### src/tbe_pkg.sv
package tbe_pkg;

	localparam logic [7:0] CH_BSL   = 8'h5C;
	localparam logic [7:0] CH_N     = 8'h4E;
	localparam logic [7:0] CH_QUOTE = 8'h27;
	localparam logic [7:0] CH_ZERO  = 8'h30;
	localparam logic [7:0] CH_NINE  = 8'h39;
	localparam logic [7:0] CH_PAREN = 8'h28;
	localparam logic [7:0] CH_EIGHT = 8'h38;
	localparam logic [7:0] CH_ONE   = 8'h31;

	localparam logic [8:0] PASS_LIMIT_RST = 9'd127;

	// bit escape: 9 groups of 4 bytes
	localparam logic [5:0] ESC_LAST = 6'd35;

	// prefix bytes emitted before the body of a command
	localparam logic [1:0] PRE_NONE = 2'd0;
	localparam logic [1:0] PRE_BSL  = 2'd1;
	localparam logic [1:0] PRE_BSLN = 2'd2;

	typedef struct packed {
		logic [1:0] pre;
		logic       is_bits;
		logic [7:0] val;
	} cmd_t;

endpackage

### src/text_byte_escape_encoder.sv
// channel  | handshake          | payload
// in       | in_valid/in_stall  | in_byte
// out      | out_valid/out_stall| out_byte, last_of_run
// cfg      | cfg_we             | cfg_data (pass_limit)
//
// Plain bytes go through at one per cycle while out_stall is low; each byte is written
// into the command queue and then loaded into the output register before it transfers.
// A bit escape emits 36 output bytes (38 with a broken \N prefix), produced by
// the byte sequencer; the front keeps parsing until the command queue is full.
// Bytes that only advance the parser are consumed and emit nothing.
// Reset clears parser, queue and output valid; pass_limit returns to 127.
module text_byte_escape_encoder
	import tbe_pkg::*;
#(
	parameter int QUEUE_DEPTH = 2
) (
	input  logic       clk,
	input  logic       arst_n,
	input  logic       in_valid,
	output logic       in_stall,
	input  logic [7:0] in_byte,
	output logic       out_valid,
	input  logic       out_stall,
	output logic [7:0] out_byte,
	output logic       last_of_run,
	input  logic       cfg_we,
	input  logic [8:0] cfg_data
);

	logic q_full;
	logic push;
	logic pop;
	logic head_valid;
	cmd_t push_cmd;
	cmd_t head_cmd;

	assign in_stall = q_full;

	tbe_front u_front (
		.clk      (clk),
		.arst_n   (arst_n),
		.in_valid (in_valid),
		.in_byte  (in_byte),
		.q_full   (q_full),
		.cfg_we   (cfg_we),
		.cfg_data (cfg_data),
		.push     (push),
		.cmd      (push_cmd)
	);

	tbe_queue #(
		.DEPTH (QUEUE_DEPTH)
	) u_queue (
		.clk        (clk),
		.arst_n     (arst_n),
		.push       (push),
		.push_cmd   (push_cmd),
		.pop        (pop),
		.full       (q_full),
		.head_valid (head_valid),
		.head_cmd   (head_cmd)
	);

	tbe_back u_back (
		.clk         (clk),
		.arst_n      (arst_n),
		.head_valid  (head_valid),
		.head_cmd    (head_cmd),
		.pop         (pop),
		.out_valid   (out_valid),
		.out_stall   (out_stall),
		.out_byte    (out_byte),
		.last_of_run (last_of_run)
	);

endmodule

### src/tbe_front.sv
module tbe_front
	import tbe_pkg::*;
(
	input  logic       clk,
	input  logic       arst_n,
	input  logic       in_valid,
	input  logic [7:0] in_byte,
	input  logic       q_full,
	input  logic       cfg_we,
	input  logic [8:0] cfg_data,
	output logic       push,
	output cmd_t       cmd
);

	localparam logic [2:0] ST_TEXT   = 3'd0;
	localparam logic [2:0] ST_BSL    = 3'd1;
	localparam logic [2:0] ST_BSLN   = 3'd2;
	localparam logic [2:0] ST_DIGITS = 3'd3;
	localparam logic [2:0] ST_SKIP   = 3'd4;

	logic [2:0] state_q, state_d;
	logic [7:0] dec_q, dec_d;
	logic [8:0] pass_limit_q;
	logic       accept;
	logic       emit;
	logic       plain_bits;
	logic       is_digit;
	logic [7:0] digit;

	assign accept     = in_valid && !q_full;
	assign plain_bits = ({1'b0, in_byte} >= pass_limit_q);
	assign is_digit   = (in_byte >= CH_ZERO) && (in_byte <= CH_NINE);
	assign digit      = in_byte - CH_ZERO;

	always_comb begin
		state_d     = state_q;
		dec_d       = dec_q;
		emit        = 1'b0;
		cmd.pre     = PRE_NONE;
		cmd.is_bits = plain_bits;
		cmd.val     = in_byte;
		case (state_q)
			ST_DIGITS, ST_SKIP: begin
				if (in_byte == CH_QUOTE) begin
					state_d     = ST_TEXT;
					emit        = 1'b1;
					cmd.is_bits = 1'b1;
					cmd.val     = dec_q;
				end else if (state_q == ST_DIGITS) begin
					if (!is_digit)
						state_d = ST_SKIP;
					else
						dec_d = {dec_q[4:0], 3'b000} + {dec_q[6:0], 1'b0} + digit;
				end
			end
			ST_BSLN: begin
				if (in_byte == CH_QUOTE) begin
					state_d = ST_DIGITS;
					dec_d   = 8'd0;
				end else begin
					state_d = ST_TEXT;
					emit    = 1'b1;
					cmd.pre = PRE_BSLN;
				end
			end
			ST_BSL: begin
				if (in_byte == CH_N) begin
					state_d = ST_BSLN;
				end else begin
					state_d = ST_TEXT;
					emit    = 1'b1;
					cmd.pre = PRE_BSL;
				end
			end
			default: begin
				if (in_byte == CH_BSL) begin
					state_d = ST_BSL;
				end else begin
					state_d = ST_TEXT;
					emit    = 1'b1;
				end
			end
		endcase
	end

	assign push = accept && emit;

	always_ff @(posedge clk or negedge arst_n) begin
		if (!arst_n) begin
			state_q      <= ST_TEXT;
			dec_q        <= 8'd0;
			pass_limit_q <= PASS_LIMIT_RST;
		end else begin
			if (cfg_we)
				pass_limit_q <= cfg_data;
			if (accept) begin
				state_q <= state_d;
				dec_q   <= dec_d;
			end
		end
	end

endmodule

### src/tbe_queue.sv
module tbe_queue
	import tbe_pkg::*;
#(
	parameter int DEPTH = 2
) (
	input  logic clk,
	input  logic arst_n,
	input  logic push,
	input  cmd_t push_cmd,
	input  logic pop,
	output logic full,
	output logic head_valid,
	output cmd_t head_cmd
);

	localparam int AW = (DEPTH > 1) ? $clog2(DEPTH) : 1;
	localparam int CW = $clog2(DEPTH + 1);
	localparam logic [AW-1:0] LAST_PTR = AW'(DEPTH - 1);
	localparam logic [CW-1:0] FULL_CNT = CW'(DEPTH);

	cmd_t          mem_q [DEPTH];
	logic [AW-1:0] wr_ptr_q;
	logic [AW-1:0] rd_ptr_q;
	logic [CW-1:0] count_q;

	assign full       = (count_q == FULL_CNT);
	assign head_valid = (count_q != '0);
	assign head_cmd   = mem_q[rd_ptr_q];

	always_ff @(posedge clk) begin
		if (push)
			mem_q[wr_ptr_q] <= push_cmd;
	end

	always_ff @(posedge clk or negedge arst_n) begin
		if (!arst_n) begin
			wr_ptr_q <= '0;
			rd_ptr_q <= '0;
			count_q  <= '0;
		end else begin
			if (push)
				wr_ptr_q <= (wr_ptr_q == LAST_PTR) ? '0 : wr_ptr_q + 1'b1;
			if (pop)
				rd_ptr_q <= (rd_ptr_q == LAST_PTR) ? '0 : rd_ptr_q + 1'b1;
			if (push && !pop)
				count_q <= count_q + 1'b1;
			else if (pop && !push)
				count_q <= count_q - 1'b1;
		end
	end

endmodule

### src/tbe_back.sv
module tbe_back
	import tbe_pkg::*;
(
	input  logic       clk,
	input  logic       arst_n,
	input  logic       head_valid,
	input  cmd_t       head_cmd,
	output logic       pop,
	output logic       out_valid,
	input  logic       out_stall,
	output logic [7:0] out_byte,
	output logic       last_of_run
);

	logic [1:0] pstep_q;
	logic [5:0] k_q;
	logic       out_valid_q;
	logic [7:0] out_byte_q;
	logic       out_last_q;
	logic       load;
	logic       in_pre;
	logic [7:0] cur_byte;
	logic       cur_last;
	logic [3:0] grp;
	logic [2:0] bit_sel;

	assign in_pre  = (pstep_q < head_cmd.pre);
	assign grp     = k_q[5:2];
	assign bit_sel = 3'(4'd8 - grp);

	always_comb begin
		cur_byte = head_cmd.val;
		cur_last = 1'b1;
		if (in_pre) begin
			cur_byte = (pstep_q == 2'd0) ? CH_BSL : CH_N;
			cur_last = 1'b0;
		end else if (head_cmd.is_bits) begin
			cur_last = (k_q == ESC_LAST);
			case (k_q[1:0])
				2'd0:    cur_byte = CH_BSL;
				2'd1:    cur_byte = CH_PAREN;
				2'd2:    cur_byte = CH_EIGHT;
				default: begin
					if (grp == 4'd0)
						cur_byte = CH_EIGHT;
					else
						cur_byte = head_cmd.val[bit_sel] ? CH_ONE : CH_ZERO;
				end
			endcase
		end
	end

	assign load = head_valid && (!out_valid_q || !out_stall);
	assign pop  = load && cur_last;

	always_ff @(posedge clk or negedge arst_n) begin
		if (!arst_n) begin
			pstep_q     <= 2'd0;
			k_q         <= 6'd0;
			out_valid_q <= 1'b0;
		end else begin
			if (load) begin
				out_valid_q <= 1'b1;
				if (cur_last) begin
					pstep_q <= 2'd0;
					k_q     <= 6'd0;
				end else if (in_pre) begin
					pstep_q <= pstep_q + 2'd1;
				end else begin
					k_q <= k_q + 6'd1;
				end
			end else if (!out_stall) begin
				out_valid_q <= 1'b0;
			end
		end
	end

	always_ff @(posedge clk) begin
		if (load) begin
			out_byte_q <= cur_byte;
			out_last_q <= cur_last;
		end
	end

	assign out_valid   = out_valid_q;
	assign out_byte    = out_byte_q;
	assign last_of_run = out_last_q;

endmodule

### config.mk
export PLATFORM = sky130hd
export DESIGN_NAME = text_byte_escape_encoder
export DESIGN_NICKNAME = d
export VERILOG_FILES = /design/src/tbe_pkg.sv /design/src/text_byte_escape_encoder.sv /design/src/tbe_front.sv /design/src/tbe_queue.sv /design/src/tbe_back.sv
export SDC_FILE = /design/constraint.sdc
export NUM_CORES = 1
export LEC_CHECK = 0
export BUFFER_PORTS_ARGS = -buffer_cell sky130_fd_sc_hd__clkbuf_2
export CAP_MARGIN = 20
export CORE_MARGIN = 2
export CORE_UTILIZATION = 55
export CTS_BUF_LIST = sky130_fd_sc_hd__clkbuf_2
export DETAILED_ROUTE_END_ITERATION = 7
export PLACE_DENSITY = 0.84
export SLEW_MARGIN = 20
export SYNTH_ARGS = -nofsm -noshare
export SYNTH_HDL_FRONTEND = slang
export SYNTH_SLANG_ARGS = --single-unit
export TNS_END_PERCENT = 50
### constraint.sdc
create_clock -name clk -period 6.2 [get_ports clk]
set_input_delay 1.24 -clock clk [delete_from_list [all_inputs] [get_ports clk]]
set_output_delay 1.24 -clock clk [all_outputs]
set_load 0.03 [all_outputs]
==> out/results.ini <==
[outcome]
result_of_the_run=finished, final reports clean

[timing]
timing_worst_slew_pin_value_ns=0.906
max_clock_skew_ns=0.0336
finalSetupTns_ns=0
rsz0062_at_grt=no
final_max_slew_viol_count=0
hold_violations=0
setup_violations=0
timing.hold.ws_ns=0.514
max_freq_ghz=0.296
period_share=0.546
max-slew-margin-rel=0.394
layout_min_cycle_time_ns=3.38

[synthesis]
synth.yosys.warnings=0
avgSynthCellArea_um2=11.3
synth_top_cells_by_area=sky130_fd_sc_hd__edfxtp_1 (24%), sky130_fd_sc_hd__dfrtp_1 (17%), sky130_fd_sc_hd__ha_1 (9.2%)
post-synth-top-area-cell=sky130_fd_sc_hd__edfxtp_1
synth_top_area_frac=0.245
synth_cell_types=52
cell_with_the_most_instances_after_synthesis=sky130_fd_sc_hd__nand2_1
post_synth_instance_area_um2=3800
dominantRegCellSynth=sky130_fd_sc_hd__edfxtp_1
yosys_register_bits=64
postSynth.asyncResetShare=0.516
post_synthesis_cell_count=337
synth-seq-area-share=0.464
post_synth_most_frequent_cells=sky130_fd_sc_hd__nand2_1 (34), sky130_fd_sc_hd__inv_1 (32), sky130_fd_sc_hd__edfxtp_1 (31)
synth-edff-count=31
synth_fp_nets=392

[min_path]
min_from=u_queue.count_q[1]$_DFFE_PN0P_
worst_hold_path_type=flip-flop to flip-flop
hold_path_end=u_back.out_valid$_DFFE_PN0P_
hold_depth=2

[run]
cap_viol_max_count=0

[die]
die_width_um=87.2
design.core.area_um2=6760
die_area_um2=7600
floorplan.initialDensity=0.563
die_height_um=87.2
design.portCount=33
rows=30

[setup_path]
worst_reg2reg_path_startpoint=u_front.dec_q[2]$_DFFE_PN0P_
reg2regPathDepth=11
worst_setup_path_start_kind=input port
worstPathArrival_ns=3.76
crit_chain=clkbuf_2 -> inv_1 -> fa_1 -> inv_1 -> ha_1 -> ha_1 -> fa_1 -> a21o_1 -> a21oi_1 -> xnor2_1 -> nor2_1 -> mux2_2
worstPathMaxFanout=5
required_ns=6.58
ff2ff_setup_slack_ns=3.31
critical_path.reg2reg.endpoint=u_front.dec_q[7]$_DFFE_PN0P_
timing.critical_path.slowest_stage_cell=sky130_fd_sc_hd__fa_1
path_class=input port to flip-flop
timing.critical_path.slowest_cell_delay_ns=0.53
worst_setup_end_kind=flip-flop

[finish]
finalNonFillerCells=456
drive_gt1_frac=0.231
final_core_utilization=0.614
num_antenna_cells=0
final_net_count=426
flow.area_growth_from_synthesis_pct=9.01

[global_route]
grt_pass1_wl_um=11900
grt_antenna_before_repair=0
first_global_vias=2591
grt_start_max_net_pins=34
gr-usage-all-layers=0.204
globalRoute.totalOverflow=0

[clock_network]
max_h_tree_level=3
cts_tree=done
cts_buffers=9
clk_latency_ns=0.50
cts_repair_resize_count=0
cts_max_path_buffers=2
cts_post_setup_buffers_inserted=0
post_cts_hold_buffer_count=0
number_of_sinks_on_the_clock_net=64
path_clk_slew_ns=0.20
root_buffer=sky130_fd_sc_hd__clkbuf_2

[power_and_ir_drop]
report.power.total_mw=1.48
ir_drop_mv=0.136
seq_power_share=0.436
sw_frac_of_total=0.375
static-leakage-power_nw=1.89
internal_power_mw=0.927
power.clock.fraction=0.190
power.density_cell_area_nw_per_um2=358
total_switching_power_mw=0.557
combinationalPowerShare=0.374

[drt]
detailedRoute.firstIterationViolations=104
postRouteWirelength_um=7050
avgViaCountPerCell=5.58
drt-pass1-iter-count=6
total_vias_in_the_final_route=2543
post-route-drc-count=0
ant_nets=0
routedWlPerCell_um=15.5

[placement]
globalplace.congestion=0.932
post-dp-hpwl_um=5300
post-place-cells=440
port-buffer-count=32

-- through the flow --
stage,setup slack (ns),area [µm²]
floorplan,2.59,3800
global placement,2.37,4010
detailed placement,2.31,4010
CTS,2.85,4150
global route,2.79,4150
finish,2.82,4150
-- how the worst max path moves through the flow --
stage	from	slack, ns	to	cells past startpoint
floorplan	in_byte[3]	2.59	u_front.dec_q[7]$_DFFE_PN0P_	11
global placement	in_byte[3]	2.37	u_front.dec_q[7]$_DFFE_PN0P_	12
detailed placement	in_byte[3]	2.31	u_front.dec_q[7]$_DFFE_PN0P_	12
CTS	in_byte[3]	2.85	u_front.dec_q[7]$_DFFE_PN0P_	12
global route	in_byte[3]	2.79	u_front.dec_q[7]$_DFFE_PN0P_	12
finish	in_byte[3]	2.82	u_front.dec_q[7]$_DFFE_PN0P_	12
-- logic make-up (layout without fill, tap and decap cells) --
kind of cell / count (synthesis) / in the layout / synth area share
AND/OR/NAND/NOR: 90 / 90 / 0.125
multiplexers: 31 / 31 / 0.101
AO/OA/AOI/OAI: 63 / 63 / 0.106
adder cells (fa/ha/maj): 33 / 33 / 0.118
flip-flops: 64 / 64 / 0.464
XOR/XNOR: 13 / 13 / 0.0375
buffers and inverters: 43 / 82 / 0.0480
-- critical path, delay by kind of cell --
family                   cells  cell delay [ns]
adder cells (fa/ha/maj)      4             1.45
AO/OA/AOI/OAI                2             0.38
AND/OR/NAND/NOR              1             0.06
buffers and inverters        3             0.24
multiplexers                 1             0.26
XOR/XNOR                     1             0.14
-- sequential cells by signal, summed over array words and instances (netlist names), 2 cells and up --
signal / count
u_queue.mem_q: 22
u_front.pass_limit_q: 9
u_back.out_byte: 8
u_front.dec_q: 8
u_back.k_q: 6
u_front.state_q: 3
u_back.pstep_q: 2
u_queue.count_q: 2
-- cells in the final DEF, fill, tap and decap left out, types with 2 or more instances in the layout --
cell type / instances
sky130_fd_sc_hd__nor2_1: 18
sky130_fd_sc_hd__clkinv_1: 2
sky130_fd_sc_hd__edfxtp_1: 31
sky130_fd_sc_hd__nand2_1: 34
sky130_fd_sc_hd__o31ai_1: 4
sky130_fd_sc_hd__xor2_1: 5
sky130_fd_sc_hd__nor2b_1: 8
sky130_fd_sc_hd__ha_1: 28
sky130_fd_sc_hd__fa_1: 5
sky130_fd_sc_hd__clkbuf_2: 42
sky130_fd_sc_hd__mux2i_1: 11
sky130_fd_sc_hd__a31oi_1: 2
sky130_fd_sc_hd__and4bb_1: 2
sky130_fd_sc_hd__nand2b_1: 3
sky130_fd_sc_hd__xnor2_1: 5
sky130_fd_sc_hd__inv_1: 32
sky130_fd_sc_hd__a21o_1: 4
sky130_fd_sc_hd__nand3_1: 10
sky130_fd_sc_hd__bufinv_16: 2
sky130_fd_sc_hd__o21a_1: 3
sky130_fd_sc_hd__a21oi_1: 9
sky130_fd_sc_hd__o21ai_0: 28
sky130_fd_sc_hd__o211ai_1: 2
sky130_fd_sc_hd__a211oi_1: 5
sky130_fd_sc_hd__nor3_1: 2
sky130_fd_sc_hd__dfrtp_1: 26
sky130_fd_sc_hd__or2_2: 2
sky130_fd_sc_hd__dfstp_2: 7
sky130_fd_sc_hd__mux2_2: 15
sky130_fd_sc_hd__xnor2_2: 2
sky130_fd_sc_hd__mux4_2: 4
-- metal layers --
layer  vias up  global-route usage  wire length [µm]
met3        10              0.0635               369
met2        69               0.348              3560
met5         -                   0                 0
li1       1251                   -                 -
met4         0              0.0601                97
met1      1213               0.250              3020
-- area by class of cell --
type | instances | area, µm²
multi-input cells | 230 | 1860
well taps | 80 | 100
clock buffers | 10 | 50.0
inverters | 33 | 124
clock inverters | 6 | 83.8
flip-flops and latches | 64 | 1770
repair buffers | 33 | 168
fillers | 516 | 2610
-- power by group through the flow --
stage | logic (mW) | registers, mW | clock network, mW
4_1_cts | 0.556 | 0.648 | 0.292
3_3_place_gp | 0.532 | 0.651 | 0
3_5_place_dp | 0.549 | 0.658 | 0
5_1_grt | 0.618 | 0.661 | 0.305
6_report | 0.555 | 0.647 | 0.282
2_1_floorplan | 0.390 | 0.682 | 0
Note: power is estimated with default switching activity, not from simulation.
